<file path="src/hdl/text_word_locator_top_assert.svh">
// assertion macros of the text word locator, included by twl_fifo
`ifndef TEXT_WORD_LOCATOR_TOP_ASSERT_SVH
`define TEXT_WORD_LOCATOR_TOP_ASSERT_SVH

// same-cycle implication, checked outside reset
`define TWL_ASSERT_NOW(lbl, ante, cons, msg) \
  lbl: assert property (@(posedge clk_i) disable iff (!rst_ni) (ante) |-> (cons)) \
    else $error(msg);

// next-cycle implication, checked outside reset
`define TWL_ASSERT_NEXT(lbl, ante, cons, msg) \
  lbl: assert property (@(posedge clk_i) disable iff (!rst_ni) (ante) |=> (cons)) \
    else $error(msg);

`endif

</file>
<file path="src/hdl/twl_pkg.sv">
// shared constants, types and helpers of the text word locator
package twl_pkg;

  // parameter defaults
  localparam int MAX_KEY_CHARS_DEF = 16;
  localparam int LABEL_CHARS_DEF   = 8;
  localparam int OFFSET_BITS_DEF   = 32;
  localparam int PAGE_BITS_DEF     = 16;

  // event queue depth (power of two)
  localparam int QUEUE_DEPTH = 4;

  // configuration register indexes
  localparam int CFG_IDX_BITS = 2;
  localparam logic [CFG_IDX_BITS-1:0] CFG_KEY_LOW  = 2'd0;
  localparam logic [CFG_IDX_BITS-1:0] CFG_KEY_HIGH = 2'd1;
  localparam logic [CFG_IDX_BITS-1:0] CFG_KEY_LEN  = 2'd2;

  // word and counter limits
  localparam logic [7:0]  WORD_LEN_MAX = 8'd255;
  localparam logic [7:0]  MARKER_LEN   = 8'd7;
  localparam logic [15:0] MATCH_MAX    = 16'hFFFF;

  // character codes
  localparam logic [7:0] CH_DIGIT_LO = 8'd48;
  localparam logic [7:0] CH_DIGIT_HI = 8'd57;
  localparam logic [7:0] CH_UPPER_LO = 8'd65;
  localparam logic [7:0] CH_UPPER_HI = 8'd90;
  localparam logic [7:0] CH_LOWER_LO = 8'd97;
  localparam logic [7:0] CH_LOWER_HI = 8'd122;
  localparam logic [7:0] CH_DASH     = 8'd45;

  // what a word-end item asks of the back end
  typedef struct packed {
    logic       page_cand;
    logic       load_chapter;
    logic       key_hit;
    logic [3:0] chap_len;
  } evt_flags_t;

  function automatic logic is_digit(input logic [7:0] c);
    return (c >= CH_DIGIT_LO) && (c <= CH_DIGIT_HI);
  endfunction

  function automatic logic is_word_char(input logic [7:0] c);
    return is_digit(c) || ((c >= CH_UPPER_LO) && (c <= CH_UPPER_HI)) ||
           ((c >= CH_LOWER_LO) && (c <= CH_LOWER_HI)) || (c == CH_DASH);
  endfunction

  // characters of the chapter marker word
  function automatic logic [7:0] marker_char(input logic [2:0] pos);
    logic [7:0] ch;
    unique case (pos)
      3'd0:    ch = "C";
      3'd1:    ch = "H";
      3'd2:    ch = "A";
      3'd3:    ch = "P";
      3'd4:    ch = "T";
      3'd5:    ch = "E";
      3'd6:    ch = "R";
      default: ch = 8'd0;
    endcase
    return ch;
  endfunction

endpackage

</file>
<file path="src/hdl/text_word_locator_top.sv">
// top level of the text word locator
//
// Text bytes enter on in_valid_i / text_byte_i and are taken when in_stall_o
// is low. Letters, digits and '-' build a word; any other byte ends it. A
// word that matches the key gives one item on out_valid_o carrying the
// delimiter's byte offset, the page, the chapter label and a match index.
// Key registers are written over cfg_valid_i / cfg_index_i / cfg_data_i,
// always ready; the user must write them only while no bytes are in flight,
// as the block does not enforce it. Throughput: one byte per cycle while
// in_stall_o is low. A result reaches out_valid_o through the queue write,
// then the result register, later while earlier items wait. A four-entry
// word-end queue separates the front, which classifies bytes, from the
// back, which tracks page and chapter and holds the result register.
// When the receiver stalls, the result holds and further word ends fill the
// queue; once it is full in_stall_o rises until the back end drains it.
// Reset clears all control state at once: page 1, empty chapter, offset and
// match count zero, key length one. No clearing pass follows reset.
module text_word_locator_top #(
  parameter int MAX_KEY_CHARS = twl_pkg::MAX_KEY_CHARS_DEF,
  parameter int LABEL_CHARS   = twl_pkg::LABEL_CHARS_DEF,
  parameter int OFFSET_BITS   = twl_pkg::OFFSET_BITS_DEF,
  parameter int PAGE_BITS     = twl_pkg::PAGE_BITS_DEF
) (
  input  logic                              clk_i,
  input  logic                              rst_ni,
  input  logic                              in_valid_i,
  output logic                              in_stall_o,
  input  logic [7:0]                        text_byte_i,
  input  logic                              cfg_valid_i,
  output logic                              cfg_ready_o,
  input  logic [twl_pkg::CFG_IDX_BITS-1:0]  cfg_index_i,
  input  logic [63:0]                       cfg_data_i,
  output logic                              out_valid_o,
  input  logic                              out_stall_i,
  output logic [31:0]                       byte_offset_o,
  output logic [15:0]                       page_number_o,
  output logic [63:0]                       chapter_label_o,
  output logic [3:0]                        chapter_length_o,
  output logic [15:0]                       match_index_o
);

  localparam int PREFIX_W = LABEL_CHARS * 8;
  localparam int FLAGS_W  = $bits(twl_pkg::evt_flags_t);
  localparam int ENTRY_W  = FLAGS_W + PAGE_BITS + PREFIX_W + OFFSET_BITS;

  twl_pkg::evt_flags_t    front_flags, back_flags;
  logic [PAGE_BITS-1:0]   front_digit, back_digit;
  logic [PREFIX_W-1:0]    front_prefix, back_prefix;
  logic [OFFSET_BITS-1:0] front_offset, back_offset;
  logic [ENTRY_W-1:0]     q_wdata, q_rdata;
  logic                   q_push, q_pop, q_empty, q_full;

  // byte front end
  twl_front #(
    .MAX_KEY_CHARS (MAX_KEY_CHARS),
    .LABEL_CHARS   (LABEL_CHARS),
    .OFFSET_BITS   (OFFSET_BITS),
    .PAGE_BITS     (PAGE_BITS)
  ) u_front (
    .clk_i       (clk_i),
    .rst_ni      (rst_ni),
    .in_valid_i  (in_valid_i),
    .in_stall_o  (in_stall_o),
    .text_byte_i (text_byte_i),
    .cfg_valid_i (cfg_valid_i),
    .cfg_ready_o (cfg_ready_o),
    .cfg_index_i (cfg_index_i),
    .cfg_data_i  (cfg_data_i),
    .q_full_i    (q_full),
    .push_o      (q_push),
    .flags_o     (front_flags),
    .digit_o     (front_digit),
    .prefix_o    (front_prefix),
    .offset_o    (front_offset)
  );

  // word-end queue
  assign q_wdata = {front_flags, front_digit, front_prefix, front_offset};
  assign {back_flags, back_digit, back_prefix, back_offset} = q_rdata;

  twl_fifo #(
    .WIDTH (ENTRY_W)
  ) u_fifo (
    .clk_i   (clk_i),
    .rst_ni  (rst_ni),
    .push_i  (q_push),
    .data_i  (q_wdata),
    .pop_i   (q_pop),
    .data_o  (q_rdata),
    .empty_o (q_empty),
    .full_o  (q_full)
  );

  // page, chapter and result back end
  twl_back #(
    .LABEL_CHARS (LABEL_CHARS),
    .OFFSET_BITS (OFFSET_BITS),
    .PAGE_BITS   (PAGE_BITS)
  ) u_back (
    .clk_i            (clk_i),
    .rst_ni           (rst_ni),
    .evt_valid_i      (!q_empty),
    .flags_i          (back_flags),
    .digit_i          (back_digit),
    .prefix_i         (back_prefix),
    .offset_i         (back_offset),
    .pop_o            (q_pop),
    .out_valid_o      (out_valid_o),
    .out_stall_i      (out_stall_i),
    .byte_offset_o    (byte_offset_o),
    .page_number_o    (page_number_o),
    .chapter_label_o  (chapter_label_o),
    .chapter_length_o (chapter_length_o),
    .match_index_o    (match_index_o)
  );

endmodule

</file>
<file path="src/hdl/twl_front.sv">
// front end: takes text bytes, tracks the current word and queues word-end items
module twl_front #(
  parameter int MAX_KEY_CHARS = twl_pkg::MAX_KEY_CHARS_DEF,
  parameter int LABEL_CHARS   = twl_pkg::LABEL_CHARS_DEF,
  parameter int OFFSET_BITS   = twl_pkg::OFFSET_BITS_DEF,
  parameter int PAGE_BITS     = twl_pkg::PAGE_BITS_DEF
) (
  input  logic                              clk_i,
  input  logic                              rst_ni,
  input  logic                              in_valid_i,
  output logic                              in_stall_o,
  input  logic [7:0]                        text_byte_i,
  input  logic                              cfg_valid_i,
  output logic                              cfg_ready_o,
  input  logic [twl_pkg::CFG_IDX_BITS-1:0]  cfg_index_i,
  input  logic [63:0]                       cfg_data_i,
  input  logic                              q_full_i,
  output logic                              push_o,
  output twl_pkg::evt_flags_t               flags_o,
  output logic [PAGE_BITS-1:0]              digit_o,
  output logic [LABEL_CHARS*8-1:0]          prefix_o,
  output logic [OFFSET_BITS-1:0]            offset_o
);

  localparam int PREFIX_W = LABEL_CHARS * 8;
  localparam int SUM_W    = PAGE_BITS + 4;
  localparam logic [PAGE_BITS-1:0] PAGE_MAX = '1;

  logic [63:0]            key_low_q, key_high_q;
  logic [4:0]             key_len_q;
  logic [7:0]             wlen_q, wlen_d;
  logic                   key_mis_q, key_mis_d;
  logic                   mark_mis_q, mark_mis_d;
  logic [PAGE_BITS-1:0]   digit_q, digit_d;
  logic                   not_page_q, not_page_d;
  logic [PREFIX_W-1:0]    prefix_q, prefix_d;
  logic                   after_mark_q, after_mark_d;
  logic [OFFSET_BITS-1:0] offset_q, offset_d;

  logic                   accept;
  logic                   word;
  logic [127:0]           key_all;
  logic [7:0]             key_ch;
  logic [SUM_W-1:0]       digit_ext;
  logic [SUM_W-1:0]       sum;
  logic                   over;

  // configuration registers, always ready
  assign cfg_ready_o = 1'b1;

  always_ff @(posedge clk_i or negedge rst_ni) begin
    if (!rst_ni) begin
      key_low_q  <= '0;
      key_high_q <= '0;
      key_len_q  <= 5'd1;
    end else if (cfg_valid_i) begin
      unique case (cfg_index_i)
        twl_pkg::CFG_KEY_LOW:  key_low_q  <= cfg_data_i;
        twl_pkg::CFG_KEY_HIGH: key_high_q <= cfg_data_i;
        twl_pkg::CFG_KEY_LEN:  key_len_q  <= cfg_data_i[4:0];
        default: ;
      endcase
    end
  end

  // byte classification and per-character compares
  assign in_stall_o = q_full_i;
  assign accept     = in_valid_i && !q_full_i;
  assign word       = twl_pkg::is_word_char(text_byte_i);
  assign key_all    = {key_high_q, key_low_q};
  assign key_ch     = key_all[{wlen_q[3:0], 3'b000} +: 8];
  assign digit_ext  = SUM_W'(digit_q);
  assign sum        = (digit_ext << 3) + (digit_ext << 1) + SUM_W'(text_byte_i[3:0]);
  assign over       = sum > SUM_W'(PAGE_MAX);

  // word state update
  always_comb begin
    wlen_d       = wlen_q;
    key_mis_d    = key_mis_q;
    mark_mis_d   = mark_mis_q;
    digit_d      = digit_q;
    not_page_d   = not_page_q;
    prefix_d     = prefix_q;
    after_mark_d = after_mark_q;
    offset_d     = offset_q;
    if (accept) begin
      offset_d = offset_q + OFFSET_BITS'(1);
      if (word) begin
        key_mis_d = key_mis_q || (wlen_q >= 8'(MAX_KEY_CHARS)) || (key_ch != text_byte_i);
        mark_mis_d = mark_mis_q || (wlen_q >= twl_pkg::MARKER_LEN) ||
                     (twl_pkg::marker_char(wlen_q[2:0]) != text_byte_i);
        if (!twl_pkg::is_digit(text_byte_i) ||
            ((wlen_q == 8'd0) && (text_byte_i == twl_pkg::CH_DIGIT_LO))) begin
          not_page_d = 1'b1;
        end else if (!not_page_q) begin
          if (over) begin
            not_page_d = 1'b1;
          end else begin
            digit_d = sum[PAGE_BITS-1:0];
          end
        end
        for (int i = 0; i < LABEL_CHARS; i++) begin
          if (wlen_q == 8'(i)) begin
            prefix_d[i*8 +: 8] = text_byte_i;
          end
        end
        if (wlen_q != twl_pkg::WORD_LEN_MAX) begin
          wlen_d = wlen_q + 8'd1;
        end
      end else begin
        after_mark_d = !mark_mis_q && (wlen_q == twl_pkg::MARKER_LEN);
        wlen_d       = '0;
        key_mis_d    = 1'b0;
        mark_mis_d   = 1'b0;
        digit_d      = '0;
        not_page_d   = 1'b0;
        prefix_d     = '0;
      end
    end
  end

  always_ff @(posedge clk_i or negedge rst_ni) begin
    if (!rst_ni) begin
      wlen_q       <= '0;
      key_mis_q    <= 1'b0;
      mark_mis_q   <= 1'b0;
      digit_q      <= '0;
      not_page_q   <= 1'b0;
      prefix_q     <= '0;
      after_mark_q <= 1'b0;
      offset_q     <= '0;
    end else begin
      wlen_q       <= wlen_d;
      key_mis_q    <= key_mis_d;
      mark_mis_q   <= mark_mis_d;
      digit_q      <= digit_d;
      not_page_q   <= not_page_d;
      prefix_q     <= prefix_d;
      after_mark_q <= after_mark_d;
      offset_q     <= offset_d;
    end
  end

  // word-end item, queued only when it touches page, chapter or result
  always_comb begin
    flags_o.page_cand    = (wlen_q != 8'd0) && !not_page_q;
    flags_o.load_chapter = after_mark_q;
    flags_o.key_hit      = (key_len_q != 5'd0) && (key_len_q <= 5'(MAX_KEY_CHARS)) &&
                           !key_mis_q && (wlen_q == 8'(key_len_q));
    flags_o.chap_len     = (wlen_q < 8'(LABEL_CHARS)) ? wlen_q[3:0] : 4'(LABEL_CHARS);
  end

  assign push_o   = accept && !word &&
                    (flags_o.page_cand || flags_o.load_chapter || flags_o.key_hit);
  assign digit_o  = digit_q;
  assign prefix_o = prefix_q;
  assign offset_o = offset_q;

endmodule

</file>
<file path="src/hdl/twl_fifo.sv">
// short item queue between front and back end
`include "text_word_locator_top_assert.svh"

module twl_fifo #(
  parameter int WIDTH = 8
) (
  input  logic             clk_i,
  input  logic             rst_ni,
  input  logic             push_i,
  input  logic [WIDTH-1:0] data_i,
  input  logic             pop_i,
  output logic [WIDTH-1:0] data_o,
  output logic             empty_o,
  output logic             full_o
);

  localparam int DEPTH = twl_pkg::QUEUE_DEPTH;
  localparam int PTR_W = $clog2(DEPTH);
  localparam int CNT_W = $clog2(DEPTH + 1);

  logic [WIDTH-1:0] mem_q [DEPTH];
  logic [PTR_W-1:0] wr_ptr_q, rd_ptr_q;
  logic [CNT_W-1:0] count_q;

  // storage, no reset on payload
  always_ff @(posedge clk_i) begin
    if (push_i) begin
      mem_q[wr_ptr_q] <= data_i;
    end
  end

  // pointers and fill count
  always_ff @(posedge clk_i or negedge rst_ni) begin
    if (!rst_ni) begin
      wr_ptr_q <= '0;
      rd_ptr_q <= '0;
      count_q  <= '0;
    end else begin
      if (push_i) begin
        wr_ptr_q <= (wr_ptr_q == PTR_W'(DEPTH - 1)) ? '0 : wr_ptr_q + PTR_W'(1);
      end
      if (pop_i) begin
        rd_ptr_q <= (rd_ptr_q == PTR_W'(DEPTH - 1)) ? '0 : rd_ptr_q + PTR_W'(1);
      end
      if (push_i && !pop_i) begin
        count_q <= count_q + CNT_W'(1);
      end else if (pop_i && !push_i) begin
        count_q <= count_q - CNT_W'(1);
      end
    end
  end

  assign data_o  = mem_q[rd_ptr_q];
  assign empty_o = (count_q == '0);
  assign full_o  = (count_q == CNT_W'(DEPTH));

  // queue sanity
  `TWL_ASSERT_NOW(a_count_range, 1'b1, count_q <= CNT_W'(DEPTH), "queue count out of range")
  `TWL_ASSERT_NOW(a_no_overflow, push_i, !full_o || pop_i, "item pushed into full queue")
  `TWL_ASSERT_NOW(a_no_underflow, pop_i, !empty_o, "item popped from empty queue")
  `TWL_ASSERT_NEXT(a_count_up, push_i && !pop_i, count_q == $past(count_q) + CNT_W'(1),
                   "queue count did not advance on push")

endmodule

</file>
<file path="src/hdl/twl_back.sv">
// back end: page and chapter tracking, match counting and the result register
module twl_back #(
  parameter int LABEL_CHARS = twl_pkg::LABEL_CHARS_DEF,
  parameter int OFFSET_BITS = twl_pkg::OFFSET_BITS_DEF,
  parameter int PAGE_BITS   = twl_pkg::PAGE_BITS_DEF
) (
  input  logic                       clk_i,
  input  logic                       rst_ni,
  input  logic                       evt_valid_i,
  input  twl_pkg::evt_flags_t        flags_i,
  input  logic [PAGE_BITS-1:0]       digit_i,
  input  logic [LABEL_CHARS*8-1:0]   prefix_i,
  input  logic [OFFSET_BITS-1:0]     offset_i,
  output logic                       pop_o,
  output logic                       out_valid_o,
  input  logic                       out_stall_i,
  output logic [31:0]                byte_offset_o,
  output logic [15:0]                page_number_o,
  output logic [63:0]                chapter_label_o,
  output logic [3:0]                 chapter_length_o,
  output logic [15:0]                match_index_o
);

  localparam int PREFIX_W = LABEL_CHARS * 8;
  localparam logic [PAGE_BITS-1:0] PAGE_MAX = '1;

  logic [PAGE_BITS-1:0] page_q, page_next;
  logic [PREFIX_W-1:0]  chap_q, chap_next;
  logic [3:0]           chap_len_q, chap_len_next;
  logic [15:0]          matches_q;
  logic                 out_valid_q;

  // page advance and chapter label after this item
  assign page_next = (flags_i.page_cand && (digit_i == page_q) && (page_q != PAGE_MAX)) ?
                     page_q + PAGE_BITS'(1) : page_q;
  assign chap_next     = flags_i.load_chapter ? prefix_i : chap_q;
  assign chap_len_next = flags_i.load_chapter ? flags_i.chap_len : chap_len_q;

  // a hit waits only while the result register is held
  assign pop_o = evt_valid_i && (!flags_i.key_hit || !out_valid_q || !out_stall_i);

  always_ff @(posedge clk_i or negedge rst_ni) begin
    if (!rst_ni) begin
      page_q      <= PAGE_BITS'(1);
      chap_q      <= '0;
      chap_len_q  <= '0;
      matches_q   <= '0;
      out_valid_q <= 1'b0;
    end else begin
      if (pop_o) begin
        page_q     <= page_next;
        chap_q     <= chap_next;
        chap_len_q <= chap_len_next;
        if (flags_i.key_hit && (matches_q != twl_pkg::MATCH_MAX)) begin
          matches_q <= matches_q + 16'd1;
        end
      end
      if (pop_o && flags_i.key_hit) begin
        out_valid_q <= 1'b1;
      end else if (!out_stall_i) begin
        out_valid_q <= 1'b0;
      end
    end
  end

  // result payload
  always_ff @(posedge clk_i) begin
    if (pop_o && flags_i.key_hit) begin
      byte_offset_o    <= 32'(offset_i);
      page_number_o    <= 16'(page_next);
      chapter_label_o  <= 64'(chap_next);
      chapter_length_o <= chap_len_next;
      match_index_o    <= matches_q;
    end
  end

  assign out_valid_o = out_valid_q;

endmodule
</file>
<file path="config.mk">
export PLATFORM = sky130hd
export DESIGN_NAME = text_word_locator_top
export DESIGN_NICKNAME = d
export VERILOG_FILES = /design/src/hdl/twl_pkg.sv /design/src/hdl/text_word_locator_top.sv /design/src/hdl/twl_front.sv /design/src/hdl/twl_fifo.sv /design/src/hdl/twl_back.sv
export VERILOG_INCLUDE_DIRS = /design/src /design/src/hdl
export SDC_FILE = /design/constraint.sdc
export NUM_CORES = 1
export LEC_CHECK = 0
export ABC_CLOCK_PERIOD_IN_PS = 10800
export BUFFER_PORTS_ARGS = -buffer_cell sky130_fd_sc_hd__buf_4
export CAP_MARGIN = 30
export CORE_UTILIZATION = 30
export CTS_CLUSTER_SIZE = 8
export DETAILED_ROUTE_END_ITERATION = 8
export PLACE_DENSITY = 0.46
export SLEW_MARGIN = 20
export SYNTH_ARGS = -nofsm -noshare
export SYNTH_HDL_FRONTEND = slang
export SYNTH_SLANG_ARGS = --single-unit
</file>
<file path="constraint.sdc">
create_clock -name clk_i -period 10.8 [get_ports clk_i]
set_clock_uncertainty 0.1 [all_clocks]
set_input_delay 1.08 -clock clk_i [delete_from_list [all_inputs] [get_ports clk_i]]
set_output_delay 1.08 -clock clk_i [all_outputs]
set_load 0.005 [all_outputs]
</file>
==> impl_metrics.env, run 1 <==
export IMPL_outcome="finished clean"
export IMPL_numCtsBuffers=141
export IMPL_start_util_pct=30.28
export IMPL_final_min_clock_period_ns=5.048
export IMPL_p_per_area_mw_per_mm2=251.0
export IMPL_cts_path_max_buffers=3
export IMPL_min_path_type="in -> async"
export IMPL_chipWidth_um=363.7
export IMPL_synthFlopType="edfxtp_1"
export IMPL_min_period_over_period_pct=46.74
export IMPL_whs_ns=0.3049
export IMPL_antenna_found_initial=2
export IMPL_post_route_cell_area_sq_mm=0.04711
export IMPL_dpl_hpwl_um=57750
export IMPL_vias=21042
export IMPL_path_clk_slew_ns=0.06
export IMPL_ys_ff_latch=973
export IMPL_grt_max_degree=139
export IMPL_ant_nets=0
export IMPL_cts_resized=0
export IMPL_die_area_sq_mm=0.1323
export IMPL_post_cts_buffers=0
export IMPL_rsz0062_at_grt="no"
export IMPL_reg2reg_slack_ns=5.75
export IMPL_r2r_start="u_front.wlen_q[1]"
export IMPL_clock_fmax_mhz=198.1
export IMPL_cpPeakStageDelay_ns=0.98
export IMPL_core_area_sq_mm=0.1296
export IMPL_worstSetupPathType="reg -> reg"
export IMPL_seq_area_frac_synth_pct=69.78
export IMPL_grt_pass1_vias=22624
export IMPL_yosys_top_cells_area="edfxtp_1 (47%), dfrtp_1 (23%), mux4_2 (8.8%)"
export IMPL_multi_input_area_sq_mm=0.01131
export IMPL_relSlewSlack_pct=33.16
export IMPL_syn_area_sq_mm=0.03926
export IMPL_syn_inst=2404
export IMPL_p_leak_uw=0.01779
export IMPL_syn_num_nets=2530
export IMPL_cp_slowest_cell="dfrtp_2"
export IMPL_placement_cell_area_sq_mm=0.04297
export IMPL_grt_use_total_pct=14.34
export IMPL_crit_arrival_ns=5.30
export IMPL_synth_top_area_share_pct=46.51
export IMPL_worstSetupStartpointType="flop"
export IMPL_viasPerCell=4.653
export IMPL_seq_area_sq_mm=0.02740
export IMPL_insertion_delay_ns=0.74
export IMPL_io_pins=214
export IMPL_syn_to_final_growth_pct=19.99
export IMPL_fin_nets=2799
export IMPL_netlist_top_cells_count="edfxtp_1 (608), dfrtp_1 (363), nand2_1 (351), mux2_2 (212), mux4_2 (153)"
export IMPL_setup_viol=0
export IMPL_drtIter0Drc=1226
export IMPL_hold_buffers=0
export IMPL_overflow=0
export IMPL_io_buffers=212
export IMPL_cts_tree="yes"
export IMPL_async_flop_share_pct=37.51
export IMPL_path_cells="inv_1 -> ha_1 -> nor2b_1 -> a21oi_1 -> nor3_1 -> nor2_1 -> and2_4 -> buf_16 -> buf_4"
export IMPL_r2r_end="u_fifo.mem_q[3][21]"
export IMPL_final_core_util_pct=36.33
export IMPL_num_rows=132
export IMPL_ir_drop_mv=0.1642
export IMPL_grt_pass1_wl_um=142500
export IMPL_yosysUniqueCellTypes=67
export IMPL_drt_wl_total_um=93590
export IMPL_hold_violations=0
export IMPL_syn_avg_cell_area_sq_um=16.33
export IMPL_worstPathRequired_ns=11.06
export IMPL_yosysMostFrequentCell="edfxtp_1"
export IMPL_synth_edff_count=608
export IMPL_cap_violations=0
export IMPL_final_cells=4522
export IMPL_tns_ns=0
export IMPL_r2r_cells=9
export IMPL_crit_family="buffers and inverters"
export IMPL_fillers=12230
export IMPL_place_congestion=0.8080
export IMPL_final_max_slew_viol_count=0
export IMPL_cts_root_buf="clkbuf_16"
export IMPL_ys_warnings_count=0
export IMPL_cp_num_buf_inv=3
export IMPL_dr_pass1_iters=5
export IMPL_clock_sinks=973
export IMPL_yosys_area_top_type="edfxtp_1"
export IMPL_htreeDepth=4
export IMPL_critPathCaptureType="flop"
export IMPL_tightest_slew_ns=1.003
export IMPL_die_h_um=363.7
export IMPL_placedCellCount=4271
export IMPL_drcViolationCount=0
export IMPL_wl_per_cell_um=20.70
export IMPL_crit_fanout=53
export IMPL_drive_gt1_share_pct=28.54
how the worst max path moves through the flow:
stage,startpoint,end,slack (ns),cells past startpoint
floorplan,out_stall_i,u_back.matches_q[11],4.61,7
global placement,text_byte_i[1],u_fifo.mem_q[1][27],5.48,9
detailed placement,u_front.wlen_q[1],u_fifo.mem_q[2][11],5.59,9
CTS,u_front.wlen_q[1],u_fifo.mem_q[2][12],5.54,9
global route,u_front.wlen_q[1],u_fifo.mem_q[2][11],5.32,9
finish,u_front.wlen_q[1],u_fifo.mem_q[3][21],5.75,9
sequential cells by signal, indices dropped and copies added, names as in the netlist, 8 cells and up:
name / cells
u_front.digit_o: 16
u_back.page_q: 16
u_fifo.mem_q: 476
u_front.key_high_q: 64
u_front.key_low_q: 64
u_front.prefix_o: 64
u_front.wlen_q: 8
u_back.byte_offset_o: 32
u_back.chap_q: 64
u_front.offset_o: 32
u_back.match_index_o: 16
u_back.chapter_label_o: 64
u_back.matches_q: 16
u_back.page_number_o: 16
final cells by class:
cell class | instances | area share (%)
flip-flops and latches | 973 | 58.18
repair buffers | 245 | 4.223
clock buffers | 233 | 8.311
inverters | 30 | 0.2391
diodes | 1 | 0.005312
well taps | 1742 | 4.627
multi-input cells | 1282 | 24.00
clock inverters | 16 | 0.4170
report_power, final:
| group | leakage (uW) | switching [uW] | total [uW] | internal (uW) |
|---|---|---|---|---|
| logic | 0.00557 | 1410 | 2660 | 1250 |
| registers | 0.0103 | 356 | 5100 | 4740 |
| clock network | 0.00196 | 1610 | 4070 | 2470 |
layout by cell type, fill, tap and decap left out, types with 9 or more instances in the layout:
| cell | count |
|---|---|
| mux2i_1 | 23 |
| mux4_2 | 152 |
| nor2b_1 | 9 |
| edfxtp_1 | 608 |
| nand3_1 | 38 |
| inv_1 | 29 |
| a21oi_1 | 28 |
| and3_1 | 22 |
| nor3_1 | 26 |
| clkbuf_16 | 142 |
| buf_4 | 235 |
| nand2_1 | 351 |
| xor2_1 | 56 |
| o22ai_1 | 58 |
| nor2_1 | 45 |
| xnor2_1 | 59 |
| o21ai_0 | 22 |
| dfrtp_1 | 359 |
| o211ai_1 | 9 |
| clkbuf_1 | 89 |
| mux2_2 | 212 |
| nand2b_1 | 10 |
| ha_1 | 44 |
| nand4_1 | 20 |
| or3_1 | 9 |
layer usage:
layer	global-route usage [%]	vias to the layer above	wire length, um
met5	0	-	14
met2	23.67	459	45490
li1	-	9628	-
met1	18.30	10796	40680
met4	5.030	2	2260
met3	3.491	157	5140
stage by stage:
step | worst slack, ns | total power, uW
CTS | 5.540 | 12080
finish | 5.752 | 11830
floorplan | 4.615 | 6728
detailed placement | 5.586 | 7922
global placement | 5.483 | 7846
global route | 5.323 | 12470
logic make-up after synthesis:
logic type / after synthesis / synth area share (%)
xor gates and xnor gates: 116 / 2.607
other: 1 / 0.009552
AOI/OAI and AO/OA: 156 / 2.502
adders and majority gates: 47 / 1.555
muxes: 388 / 15.44
buffers and inverters: 149 / 1.533
DFF: 973 / 69.78
and+or+nand+nor: 574 / 6.569
No activity file was read; power rests on OpenSTA's default activity.
==> inputs of run 2 (changes only) <==
ABC_AREA = 1   (was not set)
ABC_CLOCK_PERIOD_IN_PS = 4810   (was 10800)
clock period = 4.81 ns   (was 10.8 ns; I/O delays follow)
==> run 2 against run 1 <==
- sequential cell count unchanged
- critical path type unchanged
- sequential power is 140% higher
- die area up 4.7%
- largest power group unchanged
==> impl_metrics.env, run 2 <==
export IMPL_worstPathRequired_ns=5.31
export IMPL_start_util_pct=30.31
export IMPL_seq_area_sq_mm=0.02740
export IMPL_min_path_type="in -> reg"
export IMPL_htreeDepth=4
export IMPL_pwr_share_clk_pct=31.2
export IMPL_die_area_sq_mm=0.1385
export IMPL_cpPeakStageDelay_ns=0.83
export IMPL_r2r_start="u_fifo.rd_ptr_q[0]"
export IMPL_cts_path_max_buffers=3
export IMPL_crit_arrival_ns=4.07
export IMPL_outcome="finished clean"
export IMPL_p_leak_uw=0.02034
export IMPL_die_h_um=372.2
export IMPL_synth_edff_count=608
export IMPL_grt_max_degree=191
export IMPL_synthSimpleGateAreaFrac_pct=15.52
export IMPL_cts_tree="yes"
export IMPL_r2r_cells=13
export IMPL_yosysMostFrequentCell="nand2_1"
export IMPL_synth_top_family_by_area="simple AND/OR/NAND/NOR gates"
export IMPL_ys_ff_latch=973
export IMPL_gr_usage_met1_pct=21.53
export IMPL_synthFlopType="edfxtp_1"
export IMPL_tns_ns=0
export IMPL_io_pins=214
export IMPL_yosys_area_top_type="edfxtp_1"
export IMPL_post_cts_buffers=0
export IMPL_yosysUniqueCellTypes=52
export IMPL_setup_viol=0
export IMPL_syn_area_sq_mm=0.04111
export IMPL_io_buffers=212
export IMPL_hold_buffers=67
export IMPL_layout_common_cells="nand2_1 (906), edfxtp_1 (608), o21ai_0 (540)"
export IMPL_grt_use_total_pct=15.67
export IMPL_syn_num_nets=4048
export IMPL_num_rows=135
export IMPL_relSlewSlack_pct=37.86
export IMPL_core_area_sq_mm=0.1356
export IMPL_path_clk_slew_ns=0.05
export IMPL_chipWidth_um=372.2
export IMPL_cap_violations=0
export IMPL_numCtsBuffers=141
export IMPL_final_max_slew_viol_count=0
export IMPL_drcViolationCount=0
export IMPL_min_period_over_period_pct=74.30
export IMPL_busiest_layer="met2"
export IMPL_grt_pass1_wl_um=166500
export IMPL_worst_path_most_repeated_cell="nand2_1"
export IMPL_multi_input_area_sq_mm=0.01159
export IMPL_drtIter0Drc=2221
export IMPL_place_congestion=0.8331
export IMPL_fillers=13482
export IMPL_clock_fmax_mhz=279.8
export IMPL_antenna_found_initial=6
export IMPL_synth_compound_area_share_pct=9.297
export IMPL_synthXorXnorAreaFrac_pct=1.744
export IMPL_dpl_hpwl_um=65300
export IMPL_rsz0062_at_grt="no"
export IMPL_crit_fanout=66
export IMPL_ant_nets=0
export IMPL_worstSetupPathType="reg -> reg"
export IMPL_p_per_area_mw_per_mm2=598.4
export IMPL_synthAdderAreaFrac_pct=1.485
export IMPL_clock_sinks=973
export IMPL_overflow=0
export IMPL_sw_frac_of_total_pct=34.28
export IMPL_r2r_end="u_back.matches_q[7]"
export IMPL_syn_inst=3922
export IMPL_critPathCaptureType="flop"
export IMPL_hold_start="in_valid_i"
export IMPL_post_route_cell_area_sq_mm=0.04944
export IMPL_tightest_slew_ns=0.9320
export IMPL_synth_top_area_share_pct=44.41
export IMPL_viasPerCell=4.630
export IMPL_syn_avg_cell_area_sq_um=10.48
export IMPL_seqPwrFrac_pct=40.6
export IMPL_drt_wl_total_um=108400
export IMPL_cts_root_buf="clkbuf_16"
export IMPL_holdPathStages=4
export IMPL_met3_usage_pct=3.032
export IMPL_dr_pass1_iters=5
export IMPL_vias=28161
export IMPL_grt_pass1_vias=27332
export IMPL_path_cells="inv_6 -> o21ai_0 -> o22ai_1 -> nand3_1 -> nand2_2 -> inv_4 -> nand2_1 -> inv_6 -> nand2_2 -> nor2_2 -> nand2_1 -> o21ai_0 -> nand2_1"
export IMPL_yosys_mux_area_fraction_pct=0
export IMPL_ys_warnings_count=0
export IMPL_yosys_top_cells_area="edfxtp_1 (44%), dfrtp_1 (22%), nand2_1 (8.3%)"
export IMPL_use_met2_pct=25.06
export IMPL_ir_drop_mv=0.5165
export IMPL_syn_to_final_growth_pct=20.24
export IMPL_cp_slowest_cell="dfrtp_4"
export IMPL_hold_violations=0
export IMPL_reg2reg_slack_ns=1.24
export IMPL_p_comb_share_pct=28.2
export IMPL_insertion_delay_ns=0.74
export IMPL_worstSetupStartpointType="flop"
export IMPL_p_int_uw=19440
export IMPL_p_sw_uw=10140
export IMPL_final_min_clock_period_ns=3.574
export IMPL_async_flop_share_pct=37.51
export IMPL_wl_per_cell_um=17.83
export IMPL_p_total_uw=29580
export IMPL_drive_gt1_share_pct=11.00
export IMPL_seq_area_frac_synth_pct=66.63
export IMPL_hold_end="u_front.mark_mis_q"
export IMPL_fin_nets=4319
export IMPL_regMostFlops="u_fifo.mem_q"
export IMPL_placement_cell_area_sq_mm=0.04459
export IMPL_cts_resized=0
export IMPL_netlist_top_cells_count="nand2_1 (908), edfxtp_1 (608), o21ai_0 (540), nor2_1 (376), dfrtp_1 (363)"
export IMPL_largest_reg_flops=476
export IMPL_final_common_cell="nand2_1"
run 2: area by class of cell:
cell class | instances | share of cell area [%]
flip-flops and latches | 973 | 55.43
multi-input cells | 2411 | 23.44
clock buffers | 235 | 7.955
repair buffers | 319 | 5.619
well taps | 1781 | 4.508
inverters | 347 | 2.663
clock inverters | 14 | 0.3796
diodes | 2 | 0.01012
run 2: how the worst max path moves through the flow:
stage	startpoint	to	cells past startpoint
2_1_floorplan	u_front.wlen_q[0]	u_fifo.mem_q[0][0]	12
3_3_place_gp	u_fifo.rd_ptr_q[0]	u_back.matches_q[7]	13
3_5_place_dp	u_fifo.rd_ptr_q[0]	u_back.matches_q[7]	13
4_1_cts	u_fifo.rd_ptr_q[0]	u_back.matches_q[7]	13
5_1_grt	u_fifo.rd_ptr_q[0]	u_back.matches_q[7]	13
6_report	u_fifo.rd_ptr_q[0]	u_back.matches_q[7]	13
run 2: worst max-delay path: cells and delay by family, from the launching register on:
kind,cells,cell delay [ns]
compound gates,3,0.52
buf+inv,3,0.78
flops,1,0.83
simple gates,7,1.16
run 2: cells by family after synthesis:
kind of cell,count (synthesis)
adders and majority gates,47
buffers and inverters,538
xor gates and xnor gates,81
other,1
and+or+nand+nor,1559
DFF,973
AOI/OAI and AO/OA,723
run 2: per-layer routing:
metal,routed length (um),up-vias,part of all wire [%]
li1,-,13752,-
met1,50900,13659,47
met2,50520,586,47
met3,4777,156,4.4
met4,2171,8,2.0
met5,61,-,0.056
run 2: metrics by stage:
| step | utilization (%) | setup WS [ns] | hold WS, ns | instances |
|---|---|---|---|---|
| after CTS | 36.41 | 1.180 | 0.01153 | 6078 |
| final | 36.45 | 1.236 | 0.04956 | 6082 |
| after global routing | 36.44 | 0.8899 | 0.04439 | 6080 |
| after floorplan | - | -0.4925 | 0.08541 | 3922 |
| after global placement | 32.88 | 1.219 | 0.3616 | 5762 |
| after detailed placement | 32.88 | 1.208 | 0.3678 | 5762 |
run 2: power groups by stage:
stage / Sequential, uW / Combinational [uW] / Clock (uW)
floorplan: 12000 / 5130 / 0
global placement: 12200 / 8420 / 0
detailed placement: 12200 / 8490 / 0
CTS: 12100 / 8560 / 9540
global route: 12200 / 9490 / 9860
finish: 12000 / 8330 / 9240
==> inputs of run 3 (changes only) <==
ABC_CLOCK_PERIOD_IN_PS = 3700   (was 4810)
clock period = 3.7 ns   (was 4.81 ns; I/O delays follow)
==> run 3 against run 2 <==
- maximum frequency grew 5.2%
- critical path depth grew 1
- via count shrank 0.11%
- die area is the same
- worst setup slack lost 0.93 ns
- sequential cell count is the same
- critical path type unchanged
==> impl_metrics.env, run 3 (synthesized netlist as in run 2, its figures left out) <==
export IMPL_outcome="finished clean"
export IMPL_r2r_start="u_front.digit_o[2]"
export IMPL_worstPathRequired_ns=4.30
export IMPL_drtIter0Drc=1771
export IMPL_chipWidth_um=372.2
export IMPL_grt_use_total_pct=15.66
export IMPL_antenna_found_initial=8
export IMPL_ant_nets=0
export IMPL_fin_nets=4349
export IMPL_final_common_cell="nand2_1"
export IMPL_path_clk_slew_ns=0.05
export IMPL_post_cts_buffers=0
export IMPL_hold_violations=0
export IMPL_hold_start="cfg_valid_i"
export IMPL_die_area_sq_mm=0.1385
export IMPL_drcViolationCount=0
export IMPL_viasPerCell=4.606
export IMPL_worstSetupStartpointType="flop"
export IMPL_dpl_hpwl_um=66410
export IMPL_cts_tree="yes"
export IMPL_p_leak_uw=0.02052
export IMPL_r2r_end="u_front.digit_o[14]"
export IMPL_wl_per_cell_um=17.55
export IMPL_min_period_over_period_pct=91.80
export IMPL_clock_fmax_mhz=294.4
export IMPL_rsz0062_at_grt="no"
export IMPL_insertion_delay_ns=0.77
export IMPL_largest_reg_flops=476
export IMPL_ir_drop_mv=0.5432
export IMPL_numCtsBuffers=141
export IMPL_final_core_util_pct=36.70
export IMPL_r2r_cells=14
export IMPL_worstSetupPathType="reg -> reg"
export IMPL_htreeDepth=4
export IMPL_p_per_area_mw_per_mm2=775.4
export IMPL_setup_viol=0
export IMPL_regMostFlops="u_fifo.mem_q"
export IMPL_core_area_sq_mm=0.1356
export IMPL_dp_slack_ns=0.2398
export IMPL_final_max_slew_viol_count=0
export IMPL_reg2reg_slack_ns=0.30
export IMPL_cap_violations=0
export IMPL_drive_gt1_share_pct=11.66
export IMPL_tightest_slew_ns=1.018
export IMPL_start_util_pct=30.31
export IMPL_whs_ns=0.08348
export IMPL_io_pins=214
export IMPL_min_path_type="in -> reg"
export IMPL_vias=28131
export IMPL_dr_pass1_iters=5
export IMPL_cts_root_buf="clkbuf_16"
export IMPL_crit_fanout=18
export IMPL_die_h_um=372.2
export IMPL_p_total_uw=38600
export IMPL_multi_input_area_sq_mm=0.01161
export IMPL_critPathCaptureType="flop"
export IMPL_relSlewSlack_pct=32.16
export IMPL_holdPathStages=4
export IMPL_crit_arrival_ns=3.99
export IMPL_cts_path_max_buffers=3
export IMPL_grt_pass1_vias=27834
export IMPL_final_min_clock_period_ns=3.396
export IMPL_layout_common_cells="nand2_1 (905), edfxtp_1 (608), o21ai_0 (540)"
export IMPL_syn_to_final_growth_pct=21.09
export IMPL_overflow=0
export IMPL_grt_pass1_wl_um=166500
export IMPL_fillers=13517
export IMPL_tns_ns=0
export IMPL_num_rows=135
export IMPL_grt_max_degree=157
export IMPL_layout_setup_ws_ns=0.3036
export IMPL_seq_area_sq_mm=0.02740
export IMPL_hold_end="u_front.key_low_q[26]"
export IMPL_io_buffers=212
export IMPL_cts_resized=0
export IMPL_drt_wl_total_um=107200
export IMPL_clock_sinks=973
export IMPL_place_congestion=0.8279
==> run 3: cell types whose count changed in the layout (fill, tap and decap cells not counted), sizes merged <==
cell | previous run | this run
inv | 355 | 350
clkinv | 5 | 12
dlygate4sd3 | 67 | 71
buf | 252 | 278
clkbuf | 235 | 228
==> run 3: where the power goes <==
group / internal [uW] / switching [uW]
Combinational: 3570 / 7390
Sequential: 14500 / 1010
Clock: 7240 / 4870
==> run 3: layout make-up <==
type / count / area share, %
clock inverters: 16 / 0.5806
multi-input cells: 2411 / 23.33
repair buffers: 349 / 6.062
inverters: 347 / 2.649
clock buffers: 228 / 7.849
well taps: 1781 / 4.476
flip-flops and latches: 973 / 55.04
diodes: 2 / 0.01005
==> run 3: routing by layer <==
| layer | share of wire [%] | vias up | routed length, um | track usage (%) |
|---|---|---|---|---|
| li1 | - | 13813 | - | - |
| met1 | 48 | 13596 | 51020 | 21.53 |
| met2 | 46 | 554 | 49240 | 24.72 |
| met3 | 4.3 | 162 | 4575 | 3.102 |
| met4 | 2.2 | 6 | 2329 | 4.942 |
| met5 | 0.025 | - | 27 | 0 |
==> run 3: worst max-delay path by stage <==
stage / startpoint / end / slack [ns] / cells after the start
final: u_front.digit_o[2] / u_front.digit_o[14] / 0.30 / 14
after global routing: u_front.digit_o[2] / u_front.digit_o[12] / 0.01 / 14
after CTS: u_front.digit_o[2] / u_front.digit_o[11] / 0.32 / 14
after detailed placement: text_byte_i[3] / u_front.digit_o[14] / 0.24 / 15
after global placement: text_byte_i[3] / u_front.digit_o[5] / 0.30 / 15
after floorplan: u_front.wlen_q[0] / u_fifo.mem_q[0][0] / -0.04 / 12
==> run 3: repair_timing <==
action / 4_1_cts / 5_1_grt
endpoints found under the setup margin: 0 / 0
hold buffers: 71 / 0
endpoints found under the hold margin: 241 / 0
==> run 3: worst max-delay path, stage by stage (launching register included) <==
cell	delay, ns
dfrtp_1	0.46
inv_1	0.09
fa_1	0.49
fa_1	0.48
o21ai_1	0.31
nand3_1	0.12
nand2_1	0.14
nand3_1	0.10
nand3_1	0.09
nand2_1	0.06
nor2_2	0.23
nand2_2	0.27
inv_2	0.22
nand2_1	0.09
nand2_1	0.07
==> run 3: metrics by stage <==
| step | cells | instance area (sq um) |
|---|---|---|
| floorplan | 3922 | 41210 |
| global placement | 5790 | 44870 |
| global route | 6107 | 49780 |
| finish | 6107 | 49780 |
| CTS | 6105 | 49780 |
| detailed placement | 5790 | 44870 |
